===== src/rtl/core/ukt_pkg.sv =====
// shared types and constants of the unique key table
package ukt_pkg;

    localparam int CAPACITY = 8;
    localparam int KEY_W    = 56;
    localparam int IDX_W    = (CAPACITY > 1) ? $clog2(CAPACITY) : 1;
    localparam int CNT_W    = $clog2(CAPACITY + 1);
    localparam int OCC_W    = 4;
    localparam int STAT_W   = 3;

    typedef logic [KEY_W-1:0] key_t;
    typedef logic [IDX_W-1:0] idx_t;
    typedef logic [CNT_W-1:0] cnt_t;
    typedef logic [OCC_W-1:0] occ_t;

    typedef enum logic
    {
        KIND_INSERT = 1'b0,
        KIND_REMOVE = 1'b1
    } kind_t;

    typedef enum logic [STAT_W-1:0]
    {
        ST_INSERTED  = 3'd0,
        ST_DUPLICATE = 3'd1,
        ST_FULL      = 3'd2,
        ST_REMOVED   = 3'd3,
        ST_EMPTY     = 3'd4,
        ST_NOT_FOUND = 3'd5
    } status_t;

    typedef struct packed
    {
        occ_t    occupancy;
        status_t status;
    } res_t;

    typedef struct packed
    {
        logic en;
        idx_t addr;
        key_t data;
    } wr_req_t;

endpackage


===== src/rtl/core/ukt_ram.sv =====
// single write port, single read port key memory with registered read data
module ukt_ram #(
    parameter int DEPTH = 8,
    parameter int WIDTH = 56
) (
    input  logic                                         clk,
    input  logic                                         wr_en,
    input  logic [((DEPTH > 1) ? $clog2(DEPTH) : 1)-1:0] wr_addr,
    input  logic [WIDTH-1:0]                             wr_data,
    input  logic [((DEPTH > 1) ? $clog2(DEPTH) : 1)-1:0] rd_addr,
    output logic [WIDTH-1:0]                             rd_data
);

    logic [WIDTH-1:0] mem [DEPTH];
    logic [WIDTH-1:0] rd_data_reg;

    always_ff @(posedge clk)
    begin
        if (wr_en)
        begin
            mem[wr_addr] <= wr_data;
        end
        rd_data_reg <= mem[rd_addr];
    end

    assign rd_data = rd_data_reg;

endmodule


===== src/rtl/core/ukt_ctrl.sv =====
// request sequencer: scans, appends and compacts the key memory
module ukt_ctrl (
    input  logic             clk,
    input  logic             rst_n,
    input  logic             in_valid,
    output logic             in_ready,
    input  ukt_pkg::kind_t   in_kind,
    input  ukt_pkg::key_t    in_plate,
    output logic             res_valid,
    input  logic             res_ready,
    output ukt_pkg::res_t    res,
    output ukt_pkg::idx_t    rd_addr,
    input  ukt_pkg::key_t    rd_data,
    output ukt_pkg::wr_req_t wr
);
    import ukt_pkg::*;

    typedef enum logic [2:0]
    {
        S_IDLE,
        S_RD,
        S_CMP,
        S_SH_RD,
        S_SH_WR,
        S_DONE
    } state_t;

    state_t  state_reg, state_next;
    idx_t    idx_reg, idx_next;
    cnt_t    count_reg, count_next;
    status_t status_reg, status_next;
    key_t    key_reg, key_next;
    kind_t   kind_reg, kind_next;
    logic    last_entry;
    logic    more_shift;
    logic    match;

    assign match      = (rd_data == key_reg);
    assign last_entry = ((cnt_t'(idx_reg) + cnt_t'(1)) == count_reg);
    assign more_shift = ((cnt_t'(idx_reg) + cnt_t'(2)) < count_reg);

    always_comb
    begin
        state_next  = state_reg;
        idx_next    = idx_reg;
        count_next  = count_reg;
        status_next = status_reg;
        key_next    = key_reg;
        kind_next   = kind_reg;
        in_ready    = 1'b0;
        res_valid   = 1'b0;
        rd_addr     = idx_reg;
        wr.en       = 1'b0;
        wr.addr     = idx_t'(count_reg);
        wr.data     = key_reg;

        unique case (state_reg)
            S_IDLE:
            begin
                in_ready = 1'b1;
                if (in_valid)
                begin
                    key_next  = in_plate;
                    kind_next = in_kind;
                    idx_next  = '0;
                    if (count_reg == '0)
                    begin
                        state_next = S_DONE;
                        if (in_kind == KIND_REMOVE)
                        begin
                            status_next = ST_EMPTY;
                        end
                        else
                        begin
                            wr.en       = 1'b1;
                            wr.addr     = '0;
                            wr.data     = in_plate;
                            count_next  = cnt_t'(1);
                            status_next = ST_INSERTED;
                        end
                    end
                    else
                    begin
                        state_next = S_RD;
                    end
                end
            end
            S_RD:
            begin
                state_next = S_CMP;
            end
            S_CMP:
            begin
                priority if (match && kind_reg == KIND_INSERT)
                begin
                    status_next = ST_DUPLICATE;
                    state_next  = S_DONE;
                end
                else if (match)
                begin
                    if (last_entry)
                    begin
                        count_next  = count_reg - cnt_t'(1);
                        status_next = ST_REMOVED;
                        state_next  = S_DONE;
                    end
                    else
                    begin
                        state_next = S_SH_RD;
                    end
                end
                else if (last_entry)
                begin
                    state_next = S_DONE;
                    if (kind_reg == KIND_REMOVE)
                    begin
                        status_next = ST_NOT_FOUND;
                    end
                    else if (count_reg >= cnt_t'(CAPACITY))
                    begin
                        status_next = ST_FULL;
                    end
                    else
                    begin
                        // append after the last held entry
                        wr.en       = 1'b1;
                        count_next  = count_reg + cnt_t'(1);
                        status_next = ST_INSERTED;
                    end
                end
                else
                begin
                    idx_next   = idx_reg + idx_t'(1);
                    state_next = S_RD;
                end
            end
            S_SH_RD:
            begin
                rd_addr    = idx_reg + idx_t'(1);
                state_next = S_SH_WR;
            end
            S_SH_WR:
            begin
                // move the entry above down into the hole
                wr.en    = 1'b1;
                wr.addr  = idx_reg;
                wr.data  = rd_data;
                idx_next = idx_reg + idx_t'(1);
                if (more_shift)
                begin
                    state_next = S_SH_RD;
                end
                else
                begin
                    count_next  = count_reg - cnt_t'(1);
                    status_next = ST_REMOVED;
                    state_next  = S_DONE;
                end
            end
            S_DONE:
            begin
                res_valid = 1'b1;
                if (res_ready)
                begin
                    state_next = S_IDLE;
                end
            end
            default:
            begin
                state_next = S_IDLE;
            end
        endcase
    end

    always_ff @(posedge clk or negedge rst_n)
    begin
        if (!rst_n)
        begin
            state_reg  <= S_IDLE;
            count_reg  <= '0;
            idx_reg    <= '0;
            status_reg <= ST_INSERTED;
            kind_reg   <= KIND_INSERT;
        end
        else
        begin
            state_reg  <= state_next;
            count_reg  <= count_next;
            idx_reg    <= idx_next;
            status_reg <= status_next;
            kind_reg   <= kind_next;
        end
    end

    always_ff @(posedge clk)
    begin
        key_reg <= key_next;
    end

    assign res.status    = status_reg;
    assign res.occupancy = occ_t'(count_reg);

`ifndef ASSERT_OFF
    logic append_en;
    assign append_en = wr.en && (state_reg != S_SH_WR);

    a_count_bound: assert property (@(posedge clk) disable iff (!rst_n)
        count_reg <= cnt_t'(CAPACITY))
        else $error("entry count above capacity");

    a_append_grows: assert property (@(posedge clk) disable iff (!rst_n)
        append_en |=> count_reg == $past(count_reg + cnt_t'(1)))
        else $error("append did not grow the table by one");

    a_scan_in_range: assert property (@(posedge clk) disable iff (!rst_n)
        (state_reg == S_RD) |-> (cnt_t'(idx_reg) < count_reg))
        else $error("scan read beyond held entries");

    a_shift_in_range: assert property (@(posedge clk) disable iff (!rst_n)
        (state_reg == S_SH_RD) |-> ((cnt_t'(idx_reg) + cnt_t'(1)) < count_reg))
        else $error("shift source beyond held entries");

    a_result_holds: assert property (@(posedge clk) disable iff (!rst_n)
        (res_valid && !res_ready) |=> (res_valid && $stable(res)))
        else $error("pending result changed before hand-off");
`endif

endmodule


===== src/rtl/core/unique_key_table_with_compaction_unit.sv =====
// top level of the unique key table: stream ports, result register, memory and sequencer
// A request scans the held keys in order, each one addressed and then compared, until a match
// or the last entry; an empty table is answered without a scan. A key that is already present
// ends an insert early. A removal then compacts the entries above the removed key: the key
// memory has one read port with registered read data, so each is first read and then written
// one place down. The result enters the output register as the sequencer leaves its done
// state. Requests are handled one at a time. A new request beat is taken in the cycle after
// the previous result lands in the output register, even while that result is still waiting
// on the output side. The table starts empty after reset.
module unique_key_table_with_compaction_unit (
    input  logic        clk,
    input  logic        rst_n,
    input  logic        s_axis_tvalid,
    output logic        s_axis_tready,
    input  logic [55:0] s_axis_tdata,   // [55:0] plate
    input  logic        s_axis_tuser,   // [0] kind
    output logic        m_axis_tvalid,
    input  logic        m_axis_tready,
    output logic [7:0]  m_axis_tdata    // [2:0] status, [6:3] occupancy, [7] zero
);
    import ukt_pkg::*;

    logic    res_valid;
    logic    res_ready;
    res_t    res;
    idx_t    rd_addr;
    key_t    rd_data;
    wr_req_t wr;
    logic    out_valid_reg;
    res_t    out_res_reg;

    ukt_ram #(
        .DEPTH (CAPACITY),
        .WIDTH (KEY_W)
    ) u_ram (
        .clk     (clk),
        .wr_en   (wr.en),
        .wr_addr (wr.addr),
        .wr_data (wr.data),
        .rd_addr (rd_addr),
        .rd_data (rd_data)
    );

    ukt_ctrl u_ctrl (
        .clk       (clk),
        .rst_n     (rst_n),
        .in_valid  (s_axis_tvalid),
        .in_ready  (s_axis_tready),
        .in_kind   (kind_t'(s_axis_tuser)),
        .in_plate  (s_axis_tdata),
        .res_valid (res_valid),
        .res_ready (res_ready),
        .res       (res),
        .rd_addr   (rd_addr),
        .rd_data   (rd_data),
        .wr        (wr)
    );

    // output register frees the sequencer once its beat is parked here
    assign res_ready = !out_valid_reg || m_axis_tready;

    always_ff @(posedge clk or negedge rst_n)
    begin
        if (!rst_n)
        begin
            out_valid_reg <= 1'b0;
        end
        else if (res_ready)
        begin
            out_valid_reg <= res_valid;
        end
    end

    always_ff @(posedge clk)
    begin
        if (res_ready && res_valid)
        begin
            out_res_reg <= res;
        end
    end

    assign m_axis_tvalid = out_valid_reg;
    assign m_axis_tdata  = {1'b0, out_res_reg.occupancy, out_res_reg.status};

endmodule


===== config.mk =====
export PLATFORM = sky130hd
export DESIGN_NAME = unique_key_table_with_compaction_unit
export DESIGN_NICKNAME = d
export VERILOG_FILES = /design/src/rtl/core/ukt_pkg.sv /design/src/rtl/core/ukt_ram.sv /design/src/rtl/core/ukt_ctrl.sv /design/src/rtl/core/unique_key_table_with_compaction_unit.sv
export SDC_FILE = /design/constraint.sdc
export NUM_CORES = 1
export LEC_CHECK = 0
export ABC_AREA = 0
export BUFFER_PORTS_ARGS = -buffer_cell sky130_fd_sc_hd__buf_2
export CAP_MARGIN = 10
export CORE_MARGIN = 2
export CORE_UTILIZATION = 60
export CTS_CLUSTER_SIZE = 8
export DETAILED_ROUTE_END_ITERATION = 10
export PLACE_DENSITY = 0.75
export SYNTH_ARGS = -nofsm -noshare
export SYNTH_HDL_FRONTEND = slang
export SYNTH_HIERARCHICAL = 1
export SYNTH_SLANG_ARGS = --single-unit

===== constraint.sdc =====
create_clock -name clk -period 9.32 [get_ports clk]
set_input_delay 0.932 -clock clk [delete_from_list [all_inputs] [get_ports clk]]
set_output_delay 0.932 -clock clk [all_outputs]
set_load 0.005 [all_outputs]

==> metrics.md <==
| Metric | Value |
|---|---|
| Outcome | finished, final reports clean |
| Longest Clk Path Bufs | 3 |
| Critical path class | flop to flop |
| Iter 0 DRT Violations | around 1300 |
| Max-Cap Viols | 0 |
| Number of synthesized flops with an enable pin | 511 |
| First-pass GRT wire length | 72110 um |
| Post-detailed-route count of antenna-violating nets | 0 |
| CTS Buf Count | between 80 and 90 |
| Post-synthesis sequential area ratio | 0.7459 |
| Syn Nets | 1208 |
| I/O Buffers | 69 |
| CP max stage cell | nor2_4 |
| Clock root buffer | clkbuf_16 |
| Cell count after synthesis | approximately 1100 |
| Fillers | 2322 |
| RSZ-0062 raised after global routing | no |
| CP top delay family | simple AND/OR/NAND/NOR gates |
| Mux contribution to synthesized area | 0.1446 |
| Setup Fix Bufs, Post-CTS | 0 |
| Area leader, netlist | edfxtp_1 |
| Flops & latches, synth | 582 |
| VDD IR max | 306.1 uV |
| XOR/XNOR Fraction of Synth Area | 0.02483 |
| PD cells | 344.3 nW/um^2 |
| CTS Sinks | 582 |
| Final min period | 4.581 ns |
| Main combinational cell family by area after synthesis | multiplexers |
| Leading post-synthesis cells by cell area | edfxtp_1 (68%), mux4_2 (11%), dfxtp_1 (5.0%), mux2_2 (3.1%), a222oi_1 (2.4%) |
| Initial antenna violation count | 0 |
| Setup TNS | 0 ns |
| Syn_area_per_cell | about 20 sq um |
| Leak Pwr | between 8 and 9 nW |
| Share of layout cells above drive strength 1 | 0.2803 |
| Yosys warns | 6 |
| Final period util | 0.4915 |
| Max Fclk | 0.2183 GHz |
| H-tree depth | 3 |
| Via count | ~11000 |
| Vias in the first global route | 11912 |
| Critical path, cell by cell | inv_1, ha_1, and3_1, nor2b_1, o21ai_4, buf_4, nand2_1, o21ai_0, nand2b_1, nor2_4, buf_4 |
| DRC viols | 0 |
| Clk Latency, worst-skew pair | 0.59 ns |
| Gp weighted congestion | 0.8601 |
| Global route overflow | 0 |
| Final wirelength | approximately 48000 um |
| Layout overhead on the synthesized area | 14.67% |
| Data arrival, critical path | 4.80 ns |
| CTS tree | done |
| Setup WS pre-CTS | 4.587 ns |
| Reg2reg end | u_ram/mem[2][12] |
| Fin. max-slew vios | 0 |
| Critical Path Most Common Cell | buf_4 |
| Critical path endpoint category | flop |
| Gr usage total | 0.2551 |
| Flop2flop setup slack | 4.74 ns |
| Asr flop ratio synth | 0.02577 |
| Post-DP HPWL | roughly 25000 um |
| Largest net degree at the start of global routing | 113 |
| Final nets | around 1300 |
| Buffers and inverters on the worst path | 3 |
| DR pass1 iterations | 10 |
| Vias/cell | between 6 and 7 |
| WP data required | 9.53 ns |
| Final Hold Vio Count | 0 |
| Reg clk slew, reported paths | about 0.050 ns |
| Worst hold path class | primary input to asynchronous set/reset pin |
| Synth Area in Adders | 0.004433 |
| Simple-Gate Fraction of Synth Area | 0.02100 |
| CP Max Fanout | 59 |
| Yosys top cell area share | 0.6796 |
| Area of the core | 37400 sq um |
| R2R depth | 11 |
| Synth Area in Compound Gates | 0.03569 |
| Count of different cell masters after synthesis | about 50 |
| Slew @ Worst Pin | between 1 and 1.5 ns |
| Rel. slew slack | 0.2714 |
| Slowest cell delay on critical path | 0.87 ns |
| Setup WS post-layout | 4.739 ns |
| Gates resized, CTS repair | 0 |
| Starting density of the core | 0.6037 |
| Width of the die | 198.0 um |
| FP Rows | 71 |
| Final setup skew | 0.02024 ns |
| Routed len/inst | 26.07 um |
| Io pins | 71 |
| Overall die height | between 150 and 200 um |
| Synthesized area | 22580 sq um |
| Die ar. | 39200 sq um |
| Setup-failing EPs final | 0 |
| Max reg flops | 448 |
| Critical R2R Launch | u_ctrl/count_reg[0] |
| CP Launch Type | flop |
| Top_reg_cell synth | edfxtp_1 |
| Hold-fix buffers, CTS | 0 |
[per-stage QoR]
stage	power [mW]	utilization	hold WS (ns)	std cells	area, sq um
after floorplan	5.573	-	0.4194	1139	22580
after global placement	6.172	0.6288	0.4308	1681	23520
after detailed placement	6.239	0.6288	0.4275	1681	23520
after CTS	8.962	0.6922	0.2555	1831	25890
after global routing	9.295	0.6922	0.2662	1831	25890
final	8.915	0.6923	0.2624	1832	25890
[routing by layer]
| layer | track usage | part of all wire | up-vias |
|---|---|---|---|
| met5 | 0.002554 | 0 | - |
| li1 | - | - | 4878 |
| met2 | 0.4085 | 0.49 | 515 |
| met1 | 0.3490 | 0.41 | 5910 |
| met4 | 0.1089 | 0.034 | 0 |
| met3 | 0.04871 | 0.075 | 85 |
[final cells by class]
type | instances | area [sq um] | share of cell area
clock inverters | 6 | 67.56 | 0.002610
multi-input cells | 437 | 5305 | 0.2049
flip-flops and latches | 582 | 16840 | 0.6505
repair buffers | 86 | 485.5 | 0.01875
inverters | 65 | 244.0 | 0.009423
diodes | 1 | 2.502 | 0.00009665
well taps | 511 | 639.4 | 0.02469
clock buffers | 144 | 2306 | 0.08906
[placed cells by master, fill, tap and decap left out, drive strengths merged, types with 16 or more instances in the layout]
master / n
edfxtp: 511
clkbuf: 144
mux4: 112
buf: 86
inv: 69
mux2: 63
xor2: 57
dfxtp: 56
a222oi: 55
nor2: 21
nand2: 20
o21ai: 16
[worst max path at each step]
| stage | startpoint | slack [ns] | end | cells after the start |
|---|---|---|---|---|
| after floorplan | s_axis_tvalid | 3.06 | u_ram/mem[4][0] | 7 |
| after CTS | u_ctrl/count_reg[0] | 4.72 | u_ram/mem[2][12] | 11 |
| after global routing | u_ctrl/count_reg[0] | 4.45 | u_ram/mem[2][12] | 11 |
| after detailed placement | s_axis_tvalid | 4.59 | u_ram/mem[2][17] | 10 |
| final | u_ctrl/count_reg[0] | 4.74 | u_ram/mem[2][12] | 11 |
| after global placement | s_axis_tvalid | 4.66 | u_ram/mem[2][11] | 10 |
[cells in the mapped netlist (all sizes together) (2+ instances only)]
master	instances
a22o	2
mux4	112
mux2i	3
a21o	2
a21oi	10
nand4	3
a222oi	55
xor2	57
nor2	21
ha	8
or3	2
nand2b	7
buf	22
nand2	20
nand3	4
nor3	7
xnor2	7
mux2	63
o22ai	3
o21ai	16
inv	65
edfxtp	511
and2	2
and3	3
nor4	15
clkbuf	33
nor2b	2
dfrtp	15
dfxtp	56
[power by group]
part	leakage [nW]	internal [mW]	switching, mW
clock	1.13	1.66	1.04
combinational	2.29	0.960	1.38
sequential	5.30	3.65	0.224
[worst reg2reg max path, cell delays in order, from the launching register on]
cell,delay [ns]
dfrtp_1,0.46
inv_1,0.13
ha_1,0.26
and3_1,0.21
nor2b_1,0.17
o21ai_4,0.12
buf_4,0.72
nand2_1,0.12
o21ai_0,0.27
nand2b_1,0.26
nor2_4,0.87
buf_4,0.61
[cell families after synthesis]
| logic type | count (synthesis) |
|---|---|
| AOI/OAI and AO/OA | 97 |
| xor gates and xnor gates | 64 |
| adders and majority gates | 8 |
| buffers and inverters | 120 |
| DFF | 582 |
| muxes | 178 |
| other | 1 |
| and+or+nand+nor | 89 |
(Power assumes the default switching activity.)
